--- config.mk ---
export PLATFORM = sky130hd
export DESIGN_NAME = psc_div_cell
export DESIGN_NICKNAME = d
export VERILOG_FILES = /design/src/design/psc_pkg.sv /design/src/design/psc_div_cell.sv
export VERILOG_INCLUDE_DIRS = /design/src /design/src/design
export SDC_FILE = /design/constraint.sdc
export NUM_CORES = 1
export LEC_CHECK = 0
export BUFFER_PORTS_ARGS = -buffer_cell sky130_fd_sc_hd__buf_2
export CAP_MARGIN = 20
export CORE_MARGIN = 3
export CORE_UTILIZATION = 50
export CTS_CLUSTER_SIZE = 25
export DETAILED_ROUTE_END_ITERATION = 6
export HOLD_SLACK_MARGIN = 0.15
export PLACE_DENSITY = 0.85
export SYNTH_ARGS = -nofsm -noshare
export SYNTH_HDL_FRONTEND = slang
export SYNTH_SLANG_ARGS = --single-unit
--- constraint.sdc ---
create_clock -name clk -period 1.75 [get_ports clk]
set_input_delay 0.0875 -clock clk [delete_from_list [all_inputs] [get_ports clk]]
set_output_delay 0.0875 -clock clk [all_outputs]
set_load 0.01 [all_outputs]
--- src/design/projected_segment_crossing_defines.svh ---
// Assertion macros shared by the projected segment crossing design.
`ifndef PROJECTED_SEGMENT_CROSSING_DEFINES_SVH
`define PROJECTED_SEGMENT_CROSSING_DEFINES_SVH
`ifndef NO_ASSERTIONS
`define PSC_ASSERT_IMPL(label, clk, rst_n, prop, msg) \
    label: assert property (@(posedge clk) disable iff (!rst_n) (prop)) else $error(msg);
`define PSC_ASSERT_NEXT(label, clk, rst_n, cond, expr, msg) \
    label: assert property (@(posedge clk) disable iff (!rst_n) (cond) |=> (expr)) else $error(msg);
`else
`define PSC_ASSERT_IMPL(label, clk, rst_n, prop, msg)
`define PSC_ASSERT_NEXT(label, clk, rst_n, cond, expr, msg)
`endif
`endif

--- src/design/psc_pkg.sv ---
`default_nettype none
package psc_pkg;
    localparam int FRAC_BITS  = 16;
    localparam int COORD_W    = 32;
    localparam int DIFF_W     = 33;
    localparam int PROD_W     = 66;
    localparam int DET_W      = 67;
    localparam int NUM_W      = DET_W + FRAC_BITS;
    localparam int Q_W        = FRAC_BITS + 1;
    localparam int MARGIN_W   = 15;
    localparam int PARAM_W    = 18;
    localparam int ZD_W       = 33;
    localparam int CMP_W      = DET_W + ZD_W + 2;
    localparam int BOUND_W    = DET_W + FRAC_BITS + 2;
    localparam int NUM_CELLS  = Q_W;
    // Wide operands are split into a signed upper part and an unsigned lower part.
    localparam int SPLIT_W    = 34;
    localparam int HI_W       = DET_W + 1 - SPLIT_W;
    localparam int PART_W     = SPLIT_W + 1 + ZD_W;

    // Data handed from one divider cell to the next.
    typedef struct packed {
        logic                 live;
        logic                 crossing;
        logic                 above;
        logic                 detneg;
        logic [DET_W-1:0]     det;
        logic [NUM_W:0]       rem;
        logic [Q_W-1:0]       quo;
    } cell_data_t;
endpackage
`default_nettype wire

--- src/design/psc_div_cell.sv ---
`default_nettype none
`include "projected_segment_crossing_defines.svh"
module psc_div_cell
    import psc_pkg::*;
(
    input  wire logic           clk,
    input  wire logic           rst_n,
    input  wire logic           advance,
    input  wire logic [4:0]     bit_index,
    input  wire cell_data_t     din,
    output cell_data_t          dout
);
    cell_data_t       data_reg;
    cell_data_t       data_next;
    logic             live_reg;
    logic [NUM_W:0]   shifted;
    logic [NUM_W:0]   limit;

    // One restoring step: compare the remainder against det shifted up.
    always_comb
    begin
        shifted   = {{(NUM_W + 1 - DET_W){1'b0}}, din.det} << bit_index;
        data_next = din;
        if (din.rem >= shifted)
        begin
            data_next.rem = din.rem - shifted;
            data_next.quo = din.quo | (Q_W'(1) << bit_index);
        end
    end

    // The live flag is reset on its own; the payload is not.
    always_ff @(posedge clk or negedge rst_n)
    begin
        if (!rst_n)
        begin
            live_reg <= 1'b0;
        end
        else if (advance)
        begin
            live_reg <= din.live;
        end
    end

    always_ff @(posedge clk)
    begin
        if (advance)
        begin
            data_reg <= data_next;
        end
    end

    always_comb
    begin
        dout      = data_reg;
        dout.live = live_reg;
    end

    assign limit = {{(NUM_W + 1 - DET_W){1'b0}}, data_reg.det} << bit_index;

    `PSC_ASSERT_NEXT(a_cell_hold, clk, rst_n, !advance, $stable(live_reg), "cell live changed while stalled")
    `PSC_ASSERT_NEXT(a_cell_take, clk, rst_n, advance, live_reg == $past(din.live), "cell lost a beat")
    `PSC_ASSERT_IMPL(a_cell_rem, clk, rst_n, !(live_reg && data_reg.crossing) || data_reg.rem < limit, "remainder out of range")
endmodule
`default_nettype wire

==> results of run 1 <==
-- metrics by stage --
stage,std cells,setup WS (ns),cell area [um2],setup TNS [ns]
floorplan,1745,-2.391,15710,-231.15
global placement,2983,-3.109,22110,-301.78
detailed placement,2983,-3.276,22110,-316.84
CTS,3260,-2.200,26680,-212.85
-- metal layers --
metal / track usage [%] / GRT overflow
met3: 73.59 / 16
met5: 45.19 / 1
met2: 97.75 / 282
met4: 86.65 / 183
met1: 80.67 / 18
-- what timing repair did --
| action | CTS |
|---|---|
| hold endpoints to repair | 197 |
| gates cloned | 20 |
| pin swaps | 100 |
| setup endpoints to repair | 101 |
| hold buffers | 175 |
| setup buffers | 57 |
| gates resized for setup | 369 |
-- kinds of logic after synthesis --
logic type / after synthesis / synth area share (%)
AOI/OAI and AO/OA: 518 / 21.19
xor gates and xnor gates: 79 / 4.459
adders and majority gates: 86 / 6.983
buffers and inverters: 153 / 4.008
DFF: 172 / 33.26
muxes: 134 / 13.04
and+or+nand+nor: 603 / 17.06
-- synth_stat cells, types with 37 or more instances --
| master | number |
|---|---|
| nand2_1 | 262 |
| a21o_1 | 70 |
| nor2_1 | 189 |
| o21ai_0 | 159 |
| mux4_2 | 51 |
| nand4_1 | 40 |
| edfxtp_1 | 171 |
| a21oi_1 | 126 |
| mux2i_1 | 48 |
| ha_1 | 85 |
| clkbuf_1 | 77 |
| xor2_1 | 42 |
| xnor2_1 | 37 |
==> key figures, run 1 <==
Synth
  • Post-Syn Area: 0.01552 mm2
  • Top_reg_cell synth: edfxtp_1
  • FFs w/ async S/R, synth: less than 1%
  • Synth top area cells: edfxtp_1, mux4_2, ha_1
  • Syn Nets: just over 2000
  • Sequential area share after synthesis: about a third
  • Yosys cell types: 84
  • Yosys warns: 0
  • Post-synth top area share: around 33%
  • Post-Syn Area per Cell: a little under 9 um2
  • Synthesized instance count: ~1700
  • Synth area leader: edfxtp_1
  • Number of synthesized flops with an enable pin: 171
  • Seq cells post-synth: 172

Placed design
  • Dpl hpwl: between 50000 and 60000 um
  • PortBufs: around 350
  • Final GP Congestion: ~1.1

Clocking
  • CTS Buf Count: 17
  • Clock Tree Buf Depth: 2
  • CTS H-Tree Depth: 4
  • Clk sinks: around 170
  • Clk root buf: clkbuf_16

Die
  • Initial Util: between 50% and 60%
  • Die width: 182.2 um
  • Row cnt: 63
  • I/O Pins: ~350
  • Die height: between 150 and 200 um

STA
  • Worst_ep kind: sequential cell input
  • Post-GRT worst EP: dout[6]$_DFFE_PP_/D

Status
  • Log Error: [ERROR GRT-0232] Routing congestion too high. Check the congestion heatmap in the GUI.
  • Last stage: global routing (5_1_grt)
  • Outcome: did not finish

Global routing
  • Total global-route track usage: about 84%
  • Largest net degree at the start of global routing: 48
  • Congestion Overflow GR: 500
==> run 2, diff against run 1 <==
Settings changed: CORE_UTILIZATION 50 to 35, CTS_CLUSTER_SIZE 25 to not set, HOLD_SLACK_MARGIN 0.15 to not set, PLACE_DENSITY 0.85 to not set, PLACE_DENSITY_LB_ADDON set to 0.15.
==> run 2 against run 1 <==
Net effect:
- the flow now finishes, with violations (setup timing)
- area after synthesis unchanged
- synthesized cell count unchanged
==> key figures, run 2 <==
Synth
  • Post-Syn Area per Cell: 8.892 um2 (unchanged)
  • Synth area leader: edfxtp_1 (unchanged)
  • Yosys cell types: 84 (unchanged)
  • Top-count cell post-synth: nand2_1 (unchanged)
  • Synthesized instance count: 1745 (unchanged)
  • Top_reg_cell synth: edfxtp_1 (unchanged)
  • Yosys warns: 0 (unchanged)
  • FFs w/ async S/R, synth: 0.5814% (unchanged)
  • Commonest cells post-synth: nand2_1, nor2_1, edfxtp_1 (unchanged)
  • Synth top area cells: edfxtp_1, mux4_2, ha_1 (unchanged)
  • Seq cells post-synth: 172 (unchanged)
  • Post-Syn Area: 0.01552 mm2 (unchanged)
  • Sequential area share after synthesis: 33.26% (unchanged)
  • Number of synthesized flops with an enable pin: 171 (unchanged)
  • Post-synth top area share: 33.09% (unchanged)
  • Syn Nets: 2011 (unchanged)

Status
  • Outcome: finished, violations left (was did not finish)
  • Failing checks: setup timing

Power
  • Max rail drop VDD: just under 700 uV
  • Clock power share: between 15 and 20%
  • Static leakage: 12.59 nW
  • Flop pwr share: 24.2%
  • Total Power: 0.02258 W
  • Logic pwr share: about three fifths
  • P_sw: 0.008709 W
  • Switching Fraction: ~39%
  • Pwr per Cell Area: around 800 mW/mm2
  • Cell-internal power: 0.01387 W

Placed design
  • Area post-placement: 0.02255 mm2 (was 0.02211 mm2)
  • Final GP Congestion: 0.9561 (was 1.052)
  • Dpl hpwl: 52940 um (was 51960 um)
  • Post-place setup slack: -3.433 ns (was -3.276 ns)
  • PortBufs: 351 (unchanged)

Global routing
  • Largest net degree at the start of global routing: 62
  • Number of global-route vias before repair: 18040
  • First-pass GRT wire length: roughly 100000 um
  • Congestion Overflow GR: 0
  • Total global-route track usage: between 20 and 30%
  • Initial antenna violation count: 1

STA
  • PnR worst setup slack: -2.357 ns
  • Relative slew margins: a little over half
  • Period minus WS final: around 4.1 ns
  • Final setup viols: 101
  • Worst slew pin tran: 0.6728 ns
  • Final Hold Fails: 0
  • Tcrit/Tclk final: 234.7%
  • FMAX: 243.5 MHz
  • Final Skew: 0 ns
  • RSZ-0062 raised after global routing: yes
  • Sum Neg Setup Slack: -217.47 ns
  • Fin. max-slew vios: 0

Layout
  • Util after Layout: around two thirds
  • Layout cells sized above 1: between 50% and 60%
  • Fill count: between 3000 and 4000
  • Most frequent cells in the layout: buf_4, buf_2, nand2_1, dlygate4sd3_1, edfxtp_1
  • Layout Nets: 3153
  • Area occupied by multi-input gates: approximately 0.012 mm2
  • Cell area after layout: about 0.028 mm2
  • FF+latch area: a little over 0.005 mm2
  • Area growth from synthesis to layout: 82.23%
  • Number of flip-flops in the largest register: ~170
  • Leading cell type in the layout, fill and taps excluded: buf_4

Critical path
  • Crit path launch type: input pin
  • Crit-path max FO: 6
  • CP max-delay cell: mux4_2
  • CP arrival: around 4.4 ns
  • CP endpoint kind: flop
  • Worst stage delay on the critical path: around 0.53 ns
  • Worst EP required: 1.99 ns
  • Crit-path cells: buf_16 -> buf_8 -> mux4_2 -> mux2_4 -> mux2i_4 -> o22a_1 -> ha_4 -> buf_6 -> a21o_1 -> a31oi_1 -> nor3_2 -> a2111oi_4 -> o41ai_4 -> a41oi_2 -> o21ai_2 -> a311oi_1 -> buf_4 -> nor2_4 -> xnor2_2 -> o21ai_1
  • Crit path kind: input pin to flop

Die
  • Initial Util: 35.70% (was 51.53%)
  • Core area: about 0.043 mm2
  • Die height: 216.6 um (was 182.2 um)
  • Row cnt: 76 (was 63)
  • Die Area: 0.04689 mm2
  • Die width: 216.6 um (was 182.2 um)
  • I/O Pins: 352 (unchanged)

Clocking
  • CTS H-Tree Depth: 4 (unchanged)
  • Clock Tree Buf Depth: 2 (unchanged)
  • CTS tree: built
  • Clock transition at path regs: about 0.070 ns
  • Clk root buf: clkbuf_16 (unchanged)
  • Clk Latency, worst-skew pair: 0.50 ns
  • Clk sinks: 172 (unchanged)
  • CTS Buf Count: 17 (unchanged)

Detailed routing
  • WL final: 71820 um
  • First drt pass iteration count: 5
  • Vias per cell: 5.292
  • Residual DRC: 0
  • Vias after detailed routing: 18449
  • Initial drt markers: about 1500
  • Drt wl/cell: 20.60 um
  • Post-DRT Antenna Nets: 0

Job
  • Max Cap Viol: 0

Hold path
  • Hold Path Class: input pin to flop
## run 2: cell counts after synthesis
No cell type changed its count.
## run 2: area by class of cell
type                       instances  share of cell area [%]
timing repair buffer            1246                   34.49
antenna                            1                0.008850
inverter                          30                  0.4248
multi-input combinational       1420                   42.18
tap                              585                   2.589
clock inverter                    15                  0.5487
clock buffer                      17                   1.505
sequential                       172                   18.25
## run 2: metal layers
metal / wire (um) / track usage, %
met1: 29480 / 35.43
met2: 36120 / 51.06
met3: 3757 / 4.178
met4: 2465 / 8.777
met5: 0 / 0
## run 2: worst paths after layout
check | start | depth (start not counted) | to | slack (ns)
min | din[23] | 4 | dout[23] | 0.04
min in group asynchronous | rst_n | 3 | live_reg | 0.42
max | bit_index[0] | 20 | dout[96] | -2.36
max in group asynchronous | rst_n | 3 | live_reg | 1.23
max reg2reg | live_reg | 1 | live_reg | 1.00
min reg2reg | live_reg | 1 | live_reg | 0.52
## run 2: worst max-delay path, delay by kind of cell
family / cells / cell delay (ns)
and+or+nand+nor: 2 / 0.14
buffers and inverters: 4 / 0.56
xor gates and xnor gates: 1 / 0.24
muxes: 3 / 1.04
AOI/OAI and AO/OA: 9 / 2.02
adders and majority gates: 1 / 0.23
## run 2: metrics by stage
stage,cells,hold slack (ns)
2_1_floorplan,1745,-0.2081
3_3_place_gp,3204,-0.1366
3_5_place_dp,3204,-0.1373
4_1_cts,3435,0.01105
5_1_grt,3485,0.04195
6_report,3486,0.04209
## run 2: logic make-up after synthesis
kind of cell	Yosys count	share of synthesized area, %
XOR/XNOR	79	4.459
AND/OR/NAND/NOR	603	17.06
multiplexers	134	13.04
buffers and inverters	153	4.008
AO/OA/AOI/OAI	518	21.19
adder cells (fa/ha/maj)	86	6.983
flip-flops	172	33.26
## run 2: power groups by stage
stage / Clock (W) / Sequential, W / Combinational (W)
floorplan: 0 / 0.00587 / 0.00454
global placement: 0 / 0.00554 / 0.0100
detailed placement: 0 / 0.00554 / 0.0101
CTS: 0.00394 / 0.00546 / 0.0114
global route: 0.00406 / 0.00552 / 0.0141
finish: 0.00384 / 0.00547 / 0.0133
## run 2: what timing repair did
item / 4_1_cts / 5_1_grt
setup buffers: 24 / 43
endpoints found under the hold margin: 183 / 1
setup endpoints to repair: 101 / 101
pin swaps: 88 / 153
hold buffers: 172 / 1
cloned: 6 / 13
resized for setup: 265 / 385
No activity file was read; power rests on OpenSTA's default activity.
==> run 3, diff against run 2 <==
Settings changed: SETUP_SLACK_MARGIN set to 0.3.
==> run 3 against run 2 <==
Net effect:
- the flow still finishes with violations (setup timing)
- largest power group unchanged
- final cell count fell by 0.60%
- power decreased by 4.8%
- sequential share of layout area grew 0.68 points
- die area unchanged
- combinational power is 8% lower
- clock power about the same
- sequential power is essentially flat
- final area is 3.6% lower
- count of clock-buffer cells in the layout unchanged
- via count fell by 1.5%
- register-to-register slack about the same
==> key figures, run 3 (synthesis results as in run 2) <==
Detailed routing
  • Post-DRT Antenna Nets: 0 (unchanged)
  • Initial drt markers: 1261 (was 1475)
  • First drt pass iteration count: 5 (unchanged)
  • Vias after detailed routing: 18170 (was 18449)
  • Drt wl/cell: 20.01 um (was 20.60 um)
  • Residual DRC: 0 (unchanged)
  • Vias per cell: 5.244 (was 5.292)
  • WL final: 69320 um (was 71820 um)

Clocking
  • CTS tree: built (unchanged)
  • Clk root buf: clkbuf_16 (unchanged)
  • CTS H-Tree Depth: 4 (unchanged)
  • Clk sinks: 172 (unchanged)
  • Clock transition at path regs: 0.08 ns (was 0.07 ns)
  • CTS Buf Count: 17 (unchanged)
  • Clk Latency, worst-skew pair: 0.49 ns (was 0.50 ns)
  • Clock Tree Buf Depth: 2 (unchanged)

STA
  • Worst slew pin tran: 0.6260 ns (was 0.6728 ns)
  • Relative slew margins: 58.11% (was 54.67%)
  • Final Hold Fails: 0 (unchanged)
  • RSZ-0062 raised after global routing: yes (unchanged)
  • PnR worst setup slack: -2.238 ns (was -2.357 ns)
  • Period minus WS final: 3.988 ns (was 4.107 ns)
  • Final setup viols: 101 (unchanged)
  • Tcrit/Tclk final: 227.9% (was 234.7%)
  • FMAX: 250.7 MHz (was 243.5 MHz)
  • Fin. max-slew vios: 0 (unchanged)
  • Final Skew: 0 ns (unchanged)

Critical path
  • R2r endpoint: live_reg (unchanged)
  • FF-to-FF path depth: 1 (unchanged)
  • CP endpoint kind: flop (unchanged)
  • CP arrival: 4.36 ns (was 4.35 ns)
  • Critical Path Start: bit_index[0] (unchanged)
  • Crit-path max FO: 7 (was 6)
  • Crit path launch type: input pin (unchanged)
  • Critical Path End: dout[3] (was dout[96])
  • Worst EP required: 2.12 ns (was 1.99 ns)
  • R2r startpoint: live_reg (unchanged)
  • Crit path kind: input pin to flop (unchanged)
  • Reg2Reg Setup Slack: 1.00 ns (about the same)

Layout
  • Most frequent cells in the layout: buf_4, buf_2, nand2_1, edfxtp_1, dlygate4sd3_1 (was buf_4, buf_2, nand2_1, dlygate4sd3_1, edfxtp_1)
  • Number of flip-flops in the largest register: 171 (unchanged)
  • Fill count: 3749 (was 3621)
  • Area growth from synthesis to layout: 75.69% (was 82.23%)
  • Layout Nets: 3132 (was 3153)
  • Non-Filler Instances: 3465 (was 3486)
  • Util after Layout: 62.73% (was 65.06%)
  • Cell area after layout: 0.02726 mm2 (was 0.02827 mm2)
  • Layout cells sized above 1: 49.57% (was 54.07%)
  • Leading cell type in the layout, fill and taps excluded: buf_4 (unchanged)

Global routing
  • Total global-route track usage: 28.18% (was 28.51%)
  • Largest net degree at the start of global routing: 62 (unchanged)
  • Congestion Overflow GR: 0 (unchanged)
  • Number of global-route vias before repair: 18014 (was 18040)
  • Initial antenna violation count: 1 (unchanged)
  • First-pass GRT wire length: 102400 um (was 103300 um)

Status
  • Outcome: finished, violations left (unchanged)
  • Failing checks: setup timing (unchanged)

Die
  • Initial Util: 35.70% (unchanged)
  • Core area: 0.04346 mm2 (unchanged)
  • Row cnt: 76 (unchanged)
  • Die Area: 0.04689 mm2 (unchanged)
  • I/O Pins: 352 (unchanged)
  • Die width: 216.6 um (unchanged)
  • Die height: 216.6 um (unchanged)

Power
  • Total Power: 0.02150 W (was 0.02258 W)
  • Static leakage: 12.14 nW (was 12.59 nW)
  • Pwr per Cell Area: 788.7 mW/mm2 (was 798.6 mW/mm2)
  • Max rail drop VDD: 676.9 uV (was 687.8 uV)

Placed design
  • DP Cell Count: 3204 (unchanged)
  • Area post-placement: 0.02255 mm2 (unchanged)
  • PortBufs: 351 (unchanged)
  • Dpl hpwl: 52940 um (unchanged)
  • Final GP Congestion: 0.9561 (unchanged)
  • Post-place setup slack: -3.433 ns (unchanged)

Hold path
  • Hold Path Class: input pin to flop (unchanged)
  • Hold Crit Start: din[23] (unchanged)

Job
  • Max Cap Viol: 0 (unchanged)
run 3: cell count changes in the layout (fill, tap and decap cells not counted), sizes merged:
cell	previous run	this run
buf	1061	1050
clkbuf	29	21
dlygate4sd3	173	171
run 3: power breakdown:
part	internal (W)	switching, W
clock	0.00189	0.00193
combinational	0.00614	0.00607
sequential	0.00530	0.000161
run 3: critical path: stages:
cell and delay (ns):
buf_16 0.12, buf_8 0.12, mux4_2 0.54, mux2_4 0.32, o21ai_2 0.15, nor2_1 0.07, a21oi_2 0.17, ha_1 0.19
buf_4 0.14, nand4_1 0.12, or4_1 0.54, a21oi_2 0.19, nor3_4 0.08, a21oi_4 0.20, a211oi_4 0.11, nor3_4 0.24
o22ai_4 0.13, buf_6 0.16, buf_6 0.12, nor4_4 0.36, a31o_1 0.19
run 3: stage by stage:
step	hold slack [ns]	TNS [ns]
floorplan	-0.2081	-231.15
global placement	-0.1366	-319.17
detailed placement	-0.1373	-320.08
CTS	0.002329	-206.02
global route	0.03798	-228.51
finish	0.04680	-214.67
run 3: metal layers:
layer,global-route usage [%],share of wire [%],up-vias
met1,34.74,42,8752
met3,4.305,5.1,70
met4,8.755,2.7,0
met5,0,0,-
li1,-,-,8753
met2,50.60,51,595
run 3: worst min path at each step:
stage	slack, ns	to	cells past startpoint
global placement	-0.14	live_reg	1
detailed placement	-0.14	live_reg	1
global route	0.04	dout[23]	4
CTS	0.002	dout[53]	3
finish	0.05	dout[23]	4
floorplan	-0.21	live_reg	0
run 3: repair_timing:
item / in CTS / in global routing
gates resized for setup: 282 / 147
setup buffers: 30 / 17
endpoints found under the hold margin: 181 / 1
hold buffers: 170 / 1
gates cloned: 4 / 6
pin swaps: 72 / 85
setup endpoints to repair: 101 / 101
run 3: layout make-up:
type | instances | area, um2 | area share [%]
Multi-Input combinational cell | 1420 | 11340 | 41.62
Sequential cell | 172 | 5160 | 18.93
Antenna cell | 1 | 2.502 | 0.009180
Tap cell | 585 | 732.0 | 2.685
Inverter | 30 | 115.1 | 0.4223
Clock buffer | 17 | 425.4 | 1.561
Timing Repair Buffer | 1225 | 9325 | 34.21
Clock inverter | 15 | 155.1 | 0.5691
==> run 4, diff against run 3 <==
Clock period 1.75 ns to 3.54 ns, I/O delays scaled along.
==> run 4 against run 3 <==
Net effect:
- the run ends with DRC, setup timing left
- combinational power decreased by 51%
- clock skew did not move
- die area unchanged
- utilization down 1.6 points
- highest routed layer is now met5
==> key figures, run 4 (synthesis results as in run 2) <==
Layout
  • Leading cell type in the layout, fill and taps excluded: buf_4 (unchanged)
  • Fill count: 3859 (was 3749)
  • Most frequent cells in the layout: buf_4, buf_2, nand2_1, edfxtp_1, nor2_1 (was buf_4, buf_2, nand2_1, edfxtp_1, dlygate4sd3_1)
  • FF+latch area: 0.005160 mm2 (unchanged)
  • Layout Nets: 3084 (was 3132)
  • Area growth from synthesis to layout: 71.07% (was 75.69%)
  • Diodes inserted: 0 (was 1)
  • Number of flip-flops in the largest register: 171 (unchanged)
  • Layout cells sized above 1: 48.99% (was 49.57%)
  • Area occupied by multi-input gates: 0.01102 mm2 (was 0.01134 mm2)
  • Non-Filler Instances: 3416 (was 3465)

STA
  • RSZ-0062 raised after global routing: yes (unchanged)
  • Final setup viols: 101 (unchanged)
  • Final Hold Fails: 0 (unchanged)
  • Relative slew margins: 56.20% (was 58.11%)
  • Fin. max-slew vios: 0 (unchanged)
  • Sum Neg Setup Slack: -57.99 ns (was -214.67 ns)
  • Worst Hold Margin: 0.01417 ns (was 0.04680 ns)
  • PnR worst setup slack: -0.6587 ns (was -2.238 ns)
  • Period minus WS final: ~4.2 ns
  • Final Skew: 0 ns (unchanged)
  • Tcrit/Tclk final: 118.6%
  • Worst slew pin tran: 0.6519 ns (was 0.6260 ns)
  • FMAX: 238.2 MHz

Detailed routing
  • First drt pass iteration count: 7 (was 5)
  • Vias after detailed routing: 17863 (was 18170)
  • WL final: 68080 um (was 69320 um)
  • Post-DRT Antenna Nets: 0 (unchanged)
  • Vias per cell: 5.229 (was 5.244)
  • Drt wl/cell: 19.93 um (was 20.01 um)
  • Initial drt markers: 1242 (was 1261)
  • Residual DRC: 2 (was 0)

Critical path
  • CP endpoint kind: flop (unchanged)
  • Crit path kind: input pin to flop (unchanged)
  • Crit-path max FO: 6 (was 7)
  • Worst EP required: 3.76 ns (was 2.12 ns)
  • CP arrival: 4.42 ns (was 4.36 ns)
  • Crit path launch type: input pin (unchanged)

Status
  • Outcome: finished, violations left (unchanged)
  • Failing checks: DRC, setup timing (was setup timing)

Global routing
  • Number of global-route vias before repair: 18112 (was 18014)
  • Total global-route track usage: 28.55% (was 28.18%)
  • Congestion Overflow GR: 0 (unchanged)
  • Initial antenna violation count: 2 (was 1)
  • First-pass GRT wire length: 103400 um (was 102400 um)
  • Largest net degree at the start of global routing: 69 (was 62)

Power
  • Static leakage: 11.94 nW (was 12.14 nW)
  • Pwr per Cell Area: 395.6 mW/mm2 (was 788.7 mW/mm2)
  • Max rail drop VDD: 331.6 uV (was 676.9 uV)

Placed design
  • DP Cell Count: 3180 (was 3204)
  • Dpl hpwl: 52990 um (was 52940 um)
  • Final GP Congestion: 0.9751 (was 0.9561)
  • PortBufs: 351 (unchanged)

Die
  • Core area: 0.04346 mm2 (unchanged)
  • Initial Util: 35.70% (unchanged)
  • I/O Pins: 352 (unchanged)
  • Die width: 216.6 um (unchanged)
  • Die height: 216.6 um (unchanged)
  • Die Area: 0.04689 mm2 (unchanged)
  • Row cnt: 76 (unchanged)

Hold path
  • Hold Path Class: input pin to flop (unchanged)

Clocking
  • Clk Latency, worst-skew pair: 0.49 ns (about the same)
  • CTS Buf Count: 17 (unchanged)
  • Clk root buf: clkbuf_16 (unchanged)
  • Clock Tree Buf Depth: 2 (unchanged)
  • Clk sinks: 172 (unchanged)
  • Clock transition at path regs: 0.07 ns (was 0.08 ns)
  • CTS H-Tree Depth: 4 (unchanged)
  • CTS tree: built (unchanged)

Job
  • Max Cap Viol: 0 (unchanged)
[run 4: layer usage]
metal | vias up | part of all wire [%] | track usage (%)
met1 | 8559 | 41 | 34.84
met4 | 4 | 3.3 | 10.07
met5 | - | 0.050 | 0
li1 | 8642 | - | -
met2 | 560 | 50 | 50.78
met3 | 98 | 5.1 | 4.823
[run 4: path summary, 6_finish.rpt]
kind,end,slack [ns],depth (start not counted),startpoint
worst max-delay path,dout[56],-0.66,25,bit_index[0]
min in group asynchronous,live_reg,0.53,3,rst_n
worst max register to register,live_reg,2.80,1,live_reg
worst min-delay path,dout[25],0.01,3,din[25]
max in group asynchronous,live_reg,2.91,3,rst_n
worst min register to register,live_reg,0.52,1,live_reg
[run 4: per-stage QoR]
stage               area, um2  power [W]  setup WS, ns  utilization (%)
floorplan               15710   0.005143       -0.6900                -
global placement        22360   0.007686        -1.615            51.45
detailed placement      22360   0.007705        -1.650            51.45
CTS                     25850    0.01028       -0.6096            59.49
global route            26540    0.01108       -0.7715            61.08
finish                  26540    0.01050       -0.6587            61.08
[run 4: worst max-delay path: stages]
cell and delay [ns]:
buf_16 0.12, buf_12 0.12, buf_4 0.10, mux4_2 0.54, mux2_4 0.31, buf_4 0.15
mux2i_4 0.16, nor2_2 0.06, nor2_2 0.13, buf_4 0.14, ha_4 0.14, nand2_1 0.06
or3_4 0.36, a2111oi_4 0.38, nor2_2 0.10, a21oi_4 0.20, a211oi_4 0.11, nor3_4 0.24
o22ai_4 0.11, buf_12 0.15, buf_12 0.13, buf_12 0.12, buf_16 0.14, nand2_4 0.07
o21ai_4 0.07
[run 4: cell type report]
type | count | area share [%]
Multi-Input combinational cell | 1420 | 41.53
Timing Repair Buffer | 1177 | 33.74
Sequential cell | 172 | 19.44
Tap cell | 585 | 2.758
Clock buffer | 18 | 1.617
Clock inverter | 14 | 0.4808
Inverter | 30 | 0.4337
[run 4: repair_timing]
item                                    in CTS  in global routing
setup buffers                               36                 15
pin swaps                                   81                 53
resized for setup                          255                127
hold buffers                               143                  0
endpoints found under the setup margin     101                101
endpoints found under the hold margin      142                  0
cloned                                      10                  0
[run 4: power breakdown]
group,total [W],switching (W),internal (W),leakage [nW]
Combinational,0.00595,0.00297,0.00298,9.98
Sequential,0.00270,0.0000761,0.00262,1.68
Clock,0.00185,0.000925,0.000924,0.271
Total,0.0105,0.00397,0.00653,11.9
